--- src/sv/ntps_pkg.sv ---
`timescale 1ns / 1ps
`default_nettype none
package ntps_pkg;

	localparam int CW     = 32;
	localparam int EW     = 33;
	localparam int MW     = 33;
	localparam int PW     = 66;
	localparam int ACC_W  = 68;
	localparam int NUM_W  = 52;
	localparam int WT_W   = 17;
	localparam int QBITS  = 16;
	localparam int DIST_W = 50;

	localparam logic [WT_W-1:0] ONE_Q16     = 17'd65536;
	localparam logic [1:0]      CORNER_LAST = 2'd2;

	typedef logic signed [ACC_W-1:0] acc_t;
	typedef logic signed [CW-1:0]    coord_t;
	typedef logic signed [EW-1:0]    edge_t;
	typedef logic signed [NUM_W-1:0] num_t;
	typedef logic [WT_W-1:0]         wt_t;

	localparam acc_t SAT_HI = acc_t'(64'sd2147483647);
	localparam acc_t SAT_LO = acc_t'(-64'sd2147483648);

	localparam logic OP_LOAD  = 1'b0;
	localparam logic OP_QUERY = 1'b1;

	typedef struct packed {
		logic         operation;
		logic [7:0]   tri_slot;
		logic [1:0]   corner;
		logic signed [31:0] coord_x;
		logic signed [31:0] coord_y;
		logic signed [31:0] coord_z;
	} item_t;

	typedef struct packed {
		logic         found;
		logic [7:0]   best_tri;
		logic [16:0]  weight_a;
		logic [16:0]  weight_b;
		logic [16:0]  weight_c;
		logic signed [31:0] offset_x;
		logic signed [31:0] offset_y;
		logic signed [31:0] offset_z;
	} result_t;

	typedef enum logic [3:0] {
		DP_NOP,
		DP_LOAD,
		DP_CLR,
		DP_FETCH,
		DP_VEC,
		DP_DOT,
		DP_CROSS,
		DP_DECIDE,
		DP_DIV,
		DP_POINT,
		DP_DIST,
		DP_CMP
	} dp_op_t;

	typedef struct packed {
		dp_op_t     op;
		logic [2:0] hi;
		logic [1:0] lo;
	} dp_cmd_t;

	typedef struct packed {
		logic div_done;
		logic need_div;
		logic interior;
	} dp_stat_t;

	typedef enum logic [2:0] {
		ZN_A,
		ZN_B,
		ZN_C,
		ZN_AB,
		ZN_AC,
		ZN_BC,
		ZN_IN
	} zone_t;

	function automatic coord_t sat32(input acc_t x);
		coord_t r;
		if (x > SAT_HI) begin
			r = coord_t'(SAT_HI);
		end else if (x < SAT_LO) begin
			r = coord_t'(SAT_LO);
		end else begin
			r = coord_t'(x);
		end
		return r;
	endfunction

endpackage
`default_nettype wire

--- src/sv/ntps_ctrl.sv ---
`timescale 1ns / 1ps
`default_nettype none
module ntps_ctrl
	import ntps_pkg::*;
#(
	parameter int MAX_TRIS = 256,
	localparam int TRI_W = $clog2(MAX_TRIS + 1)
) (
	input  wire logic       clk,
	input  wire logic       arst_n,
	input  wire logic       start,
	output logic            busy,
	input  wire logic       op_query,
	input  wire logic       cfg_valid,
	output logic            cfg_ready,
	input  wire logic [8:0] cfg_data,
	output dp_cmd_t         cmd,
	output logic [TRI_W-1:0] tri_idx,
	input  wire dp_stat_t   stat,
	output logic            result_valid
);

	typedef enum logic [11:0] {
		ST_IDLE   = 12'b0000_0000_0001,
		ST_FETCH  = 12'b0000_0000_0010,
		ST_VECS   = 12'b0000_0000_0100,
		ST_DOTS   = 12'b0000_0000_1000,
		ST_CROSS  = 12'b0000_0001_0000,
		ST_DECIDE = 12'b0000_0010_0000,
		ST_DIVS   = 12'b0000_0100_0000,
		ST_DIVW   = 12'b0000_1000_0000,
		ST_POINT  = 12'b0001_0000_0000,
		ST_DIST   = 12'b0010_0000_0000,
		ST_CMP    = 12'b0100_0000_0000,
		ST_DONE   = 12'b1000_0000_0000
	} state_t;

	state_t           state_q;
	logic [2:0]       hi_q;
	logic [1:0]       lo_q;
	logic [TRI_W-1:0] tri_q;
	logic [TRI_W-1:0] lim_q;
	logic [TRI_W-1:0] lim_n;
	logic             second_q;
	logic [8:0]       tri_count_q;
	logic             accept;

	assign busy      = (state_q != ST_IDLE);
	assign cfg_ready = !busy;
	assign accept    = start && !busy;
	assign lim_n     = (32'(tri_count_q) >= MAX_TRIS) ? TRI_W'(MAX_TRIS)
		: TRI_W'(tri_count_q);
	assign tri_idx      = tri_q;
	assign result_valid = (state_q == ST_DONE);

	always_comb begin
		cmd.op = DP_NOP;
		cmd.hi = hi_q;
		cmd.lo = lo_q;
		unique case (state_q)
			ST_IDLE: begin
				if (accept) begin
					cmd.op = op_query ? DP_CLR : DP_LOAD;
				end
			end
			ST_FETCH:  cmd.op = DP_FETCH;
			ST_VECS:   cmd.op = DP_VEC;
			ST_DOTS:   cmd.op = DP_DOT;
			ST_CROSS:  cmd.op = DP_CROSS;
			ST_DECIDE: cmd.op = DP_DECIDE;
			ST_DIVS: begin
				if (stat.need_div) begin
					cmd.op = DP_DIV;
					cmd.lo = {1'b0, second_q};
				end
			end
			ST_POINT:  cmd.op = DP_POINT;
			ST_DIST:   cmd.op = DP_DIST;
			ST_CMP:    cmd.op = DP_CMP;
			default:   cmd.op = DP_NOP;
		endcase
	end

	always_ff @(posedge clk or negedge arst_n) begin
		if (!arst_n) begin
			state_q     <= ST_IDLE;
			hi_q        <= '0;
			lo_q        <= '0;
			tri_q       <= '0;
			lim_q       <= '0;
			second_q    <= 1'b0;
			tri_count_q <= '0;
		end else begin
			if (cfg_valid && cfg_ready) begin
				tri_count_q <= cfg_data;
			end
			unique case (state_q)
				ST_IDLE: begin
					if (accept && op_query) begin
						lim_q <= lim_n;
						tri_q <= '0;
						hi_q  <= '0;
						lo_q  <= '0;
						state_q <= (lim_n == '0) ? ST_DONE : ST_FETCH;
					end
				end
				ST_FETCH: begin
					if (hi_q == 3'd3) begin
						hi_q    <= '0;
						state_q <= ST_VECS;
					end else begin
						hi_q <= hi_q + 3'd1;
					end
				end
				ST_VECS: begin
					hi_q    <= '0;
					lo_q    <= '0;
					state_q <= ST_DOTS;
				end
				ST_DOTS: begin
					if (lo_q == 2'd2) begin
						lo_q <= '0;
						if (hi_q == 3'd5) begin
							hi_q    <= '0;
							state_q <= ST_CROSS;
						end else begin
							hi_q <= hi_q + 3'd1;
						end
					end else begin
						lo_q <= lo_q + 2'd1;
					end
				end
				ST_CROSS: begin
					if (hi_q == 3'd5) begin
						hi_q    <= '0;
						state_q <= ST_DECIDE;
					end else begin
						hi_q <= hi_q + 3'd1;
					end
				end
				ST_DECIDE: begin
					second_q <= 1'b0;
					state_q  <= ST_DIVS;
				end
				ST_DIVS: begin
					hi_q <= '0;
					lo_q <= '0;
					state_q <= stat.need_div ? ST_DIVW : ST_POINT;
				end
				ST_DIVW: begin
					if (stat.div_done) begin
						if (stat.interior && !second_q) begin
							second_q <= 1'b1;
							state_q  <= ST_DIVS;
						end else begin
							state_q <= ST_POINT;
						end
					end
				end
				ST_POINT: begin
					if (lo_q == 2'd1) begin
						lo_q <= '0;
						if (hi_q == 3'd2) begin
							hi_q    <= '0;
							state_q <= ST_DIST;
						end else begin
							hi_q <= hi_q + 3'd1;
						end
					end else begin
						lo_q <= lo_q + 2'd1;
					end
				end
				ST_DIST: begin
					if (lo_q == 2'd2) begin
						lo_q    <= '0;
						state_q <= ST_CMP;
					end else begin
						lo_q <= lo_q + 2'd1;
					end
				end
				ST_CMP: begin
					hi_q <= '0;
					lo_q <= '0;
					if (TRI_W'(tri_q + 1'b1) == lim_q) begin
						state_q <= ST_DONE;
					end else begin
						tri_q   <= tri_q + 1'b1;
						state_q <= ST_FETCH;
					end
				end
				ST_DONE: begin
					state_q <= ST_IDLE;
				end
				default: begin
					state_q <= ST_IDLE;
				end
			endcase
		end
	end

	strobe_one_cycle: assert property (@(posedge clk) disable iff (!arst_n)
		result_valid |=> !result_valid)
		else $error("result strobe longer than one cycle");
	fetch_in_range: assert property (@(posedge clk) disable iff (!arst_n)
		(state_q == ST_FETCH) |-> (tri_q < lim_q))
		else $error("triangle index past limit");
	done_only_waiting: assert property (@(posedge clk) disable iff (!arst_n)
		stat.div_done |-> (state_q == ST_DIVW))
		else $error("divide finished outside wait state");
	empty_query: assert property (@(posedge clk) disable iff (!arst_n)
		(accept && op_query && tri_count_q == '0) |=> (state_q == ST_DONE))
		else $error("empty query did not finish at once");

endmodule
`default_nettype wire

--- config.mk ---
export PLATFORM = sky130hd
export DESIGN_NAME = ntps_ctrl
export DESIGN_NICKNAME = d
export VERILOG_FILES = /design/src/sv/ntps_pkg.sv /design/src/sv/ntps_ctrl.sv
export SDC_FILE = /design/constraint.sdc
export NUM_CORES = 1
export LEC_CHECK = 0
export BUFFER_PORTS_ARGS = -buffer_cell sky130_fd_sc_hd__buf_4
export CAP_MARGIN = 10
export CORE_MARGIN = 2
export CORE_UTILIZATION = 35
export DETAILED_ROUTE_END_ITERATION = 6
export HOLD_SLACK_MARGIN = 0.12
export PLACE_DENSITY = 0.62
export SLEW_MARGIN = 40
export SYNTH_ARGS = -nofsm -noshare
export SYNTH_HDL_FRONTEND = slang
export SYNTH_SLANG_ARGS = --single-unit
--- constraint.sdc ---
create_clock -name clk -period 2.4 [get_ports clk]
set_input_delay 0.48 -clock clk [delete_from_list [all_inputs] [get_ports clk]]
set_output_delay 0.48 -clock clk [all_outputs]
set_load 0.05 [all_outputs]
==> results.py <==
metrics = {
    "global_routing": {
        "antenna_found_initial": 0,
        "grt_max_degree": 46,
        "grt_pass1_vias": 2669,
        "grt_pass1_wl_mm": 13.3,
        "overflow": 0,
        "grt_usage_pct": 18.4,
    },
    "clock_network": {
        "cts.clk_slew.worst_paths_ns": 0.10,
        "tritoncts": "done",
        "numCtsBuffers": 5,
        "clk_latency_ns": 0.31,
        "cts_buffer_depth": 2,
        "cts_sinks": 45,
        "root_buffer": "clkbuf_8",
        "htree_levels": 2,
        "hold_buffers": 0,
    },
    "placed_design": {
        "gp_congestion": 0.894,
        "dp.cells": 499,
        "dp_hpwl_mm": 5.62,
        "postPlaceCellArea_mm2": 0.00365,
        "io_buffers": 37,
    },
    "synth": {
        "ys_ff_latch": 45,
        "ys_warn_count": 0,
        "synth_common_cells": "dfrtp_1 (44), nand2_1 (31), nor2_1 (25)",
        "synthTopCellsByArea": "dfrtp_1 (38%), mux2_2 (5.0%), nand2_1 (4.0%), nand3_1 (3.9%), o21ai_0 (3.8%)",
        "yosysSeqAreaShare_pct": 38.6,
        "syn_inst": 327,
        "syn-num-nets": 350,
        "syn_avg_cell_area_um2": 8.92,
        "synth_edf_count": 0,
        "yosysTopAreaCell": "dfrtp_1",
        "synth_most_common_cell": "dfrtp_1",
        "synthArstFlopShare_pct": 100,
        "yosysTopAreaCellShare_pct": 37.7,
        "netlist_area_mm2": 0.00292,
        "synthFlopType": "dfrtp_1",
        "synth.distinct_cells": 61,
    },
    "sta": {
        "skew_ns": 0.00927,
        "slew_headroom_pct": 60.6,
        "hold_viol": 0,
        "setup_violations": 14,
        "period_needed_ns": 2.69,
        "worst_slack_ns": -0.286,
        "grt_setup_unrepaired": "yes",
        "worst_pin_slew_ns": 0.592,
        "fin_crit_sh_pct": 112,
        "fmax_mhz": 372,
        "slew_violations": 0,
    },
    "detailed_routing": {
        "viasPerCell": 5.32,
        "routed_wirelength_mm": 7.94,
        "ant_nets": 0,
        "first_pass_iters": 7,
        "drtIter0Drc": 86,
        "drc": 1,
        "vias": 2798,
        "detail_route.wl_per_cell_um": 15.1,
    },
    "worst_setup_path": {
        "cpPeakStageDelay_ns": 0.61,
        "cp_num_buf_inv": 1,
        "critPathTopFamily": "simple AND/OR/NAND/NOR gates",
        "cp-start-kind": "register",
        "cp_slowest_cell": "or4_4",
        "critical_path_class": "register to output port",
        "end_kind": "output port",
        "arrival_ns": 2.21,
        "crit_fanout": 5,
        "cp_cell_sequence": "or4_4 -> nor4_4 -> nand3b_1 -> nand3_1 -> a311o_2 -> buf_6",
        "critical_path_required_ns": 1.92,
    },
    "floorplan": {
        "core_mm2": 0.00813,
        "start_util_pct": 35.9,
        "dieArea_mm2": 0.00908,
        "io_pins": 38,
        "rows": 33,
        "die_height_um": 95.3,
        "dieWidth_um": 95.3,
    },
    "outcome": {
        "violations": "design-rule violations, negative setup slack",
        "status": "complete, but fails checks",
    },
    "layout": {
        "final_area_mm2": 0.00418,
        "area_delta_synth_final_pct": 43.4,
        "layout.nets": 443,
        "nFillCells": 735,
        "num_antenna_cells": 0,
        "utilization_pct": 51.4,
        "drive_above_1_share_pct": 42.0,
        "fin_cells": 526,
    },
    "pwr": {
        "total_power_mw": 4.53,
        "max-vdd-ir-drop_mv": 0.827,
        "p_leak_nw": 1.88,
        "cellPowerDensity_mw_per_mm2": 1080,
    },
    "worst_hold_path": {
        "holdCritPathClass": "input port to asynchronous set/reset pin",
    },
    "run": {
        "drv_cap": 0,
    },
}
-- worst reg2reg max path, delay by kind of cell, from the launching register on --
| family | cells | cell delay, ns |
|---|---|---|
| and+or+nand+nor | 3 | 1.14 |
| DFF | 1 | 0.40 |
| muxes | 1 | 0.33 |
| AOI/OAI and AO/OA | 3 | 0.50 |
-- through the flow --
step	TNS (ns)	setup WS (ns)	hold slack, ns
floorplan	-0.486	-0.101	0.184
global placement	-0.0703	-0.0246	0.497
detailed placement	-0.354	-0.0615	0.500
CTS	-1.60	-0.235	0.181
global route	-3.35	-0.338	0.197
finish	-2.03	-0.286	0.164
-- routing by layer --
metal  GRT usage [%]  vias up  wire [um]
met1            26.2     1334       3770
li1                -     1400          -
met4            5.92        0        168
met3            1.90       13        249
met5               0        -          0
met2            29.5       51       3750
-- layout make-up --
class	instances	area (um2)	area share, %
well taps	105	131	3.14
flip-flops and latches	45	1130	27.1
clock inverters	3	28.8	0.688
repair buffers	105	867	20.7
multi-input cells	254	1910	45.6
inverters	9	46.3	1.11
clock buffers	5	68.8	1.64
-- cell usage in the layout (no fill, tap or decap), types with 3 or more instances in the layout --
| cell type | instances |
|---|---|
| a21oi_1 | 7 |
| a31oi_1 | 3 |
| and3_1 | 5 |
| buf_4 | 88 |
| buf_6 | 13 |
| buf_8 | 4 |
| clkbuf_8 | 5 |
| dfrtp_1 | 38 |
| dfrtp_2 | 6 |
| ha_1 | 5 |
| inv_1 | 8 |
| mux2_2 | 11 |
| mux2_4 | 3 |
| nand2_1 | 30 |
| nand2b_1 | 10 |
| nand3_1 | 19 |
| nand4_1 | 7 |
| nor2_1 | 17 |
| nor2_2 | 4 |
| nor2_4 | 4 |
| nor2b_1 | 4 |
| nor3_1 | 4 |
| nor4_4 | 4 |
| o21a_1 | 3 |
| o21ai_0 | 18 |
| o21ai_1 | 5 |
| or3_1 | 4 |
| or4_1 | 6 |
| or4_4 | 5 |
| xnor2_1 | 7 |
| xor2_1 | 7 |
-- what timing repair did --
action                                  CTS  global route
pin swaps                                 8            14
gates resized for setup                  37            34
buffers inserted                         10            12
endpoints found under the setup margin   16            43
endpoints found under the hold margin     0             0
cloned                                    0             0
-- power by group --
group	switching (mW)	internal [mW]
Sequential	0.239	0.995
Combinational	1.44	1.32
Clock	0.310	0.220
-- worst paths after layout --
path | from | endpoint | slack, ns | cells past startpoint
max | state_q[8]$_DFFE_PN0P_ | cmd[5] | -0.29 | 6
min | arst_n | hi_q[0]$_DFFE_PN0P_ | 0.16 | 1
max reg2reg | state_q[8]$_DFFE_PN0P_ | state_q[4]$_DFFE_PN0P_ | -0.08 | 7
min reg2reg | lim_q[2]$_DFFE_PN0P_ | lim_q[2]$_DFFE_PN0P_ | 0.52 | 2
max in group asynchronous | arst_n | tri_idx[1]$_DFFE_PN0P_ | 1.81 | 1
min in group clk | cfg_data[8] | tri_count_q[8]$_DFFE_PN0P_ | 0.39 | 2
-- registers in the layout, summed over array words and instances (netlist names) --
signal	flops
tri_count_q	9
hi_q	3
lo_q	2
tri_idx	9
state_q	12
lim_q	9
second_q	1
-- kinds of logic (layout without fill, tap and decap cells) --
logic type,after synthesis,count (layout),synth area share (%)
XOR/XNOR,14,14,4.20
AO/OA/AOI/OAI,69,69,16.0
multiplexers,16,16,6.22
buffers and inverters,28,122,4.50
adder cells (fa/ha/maj),6,6,2.57
flip-flops,45,45,38.6
AND/OR/NAND/NOR,149,149,27.9
No activity file was read; power rests on OpenSTA's default activity.
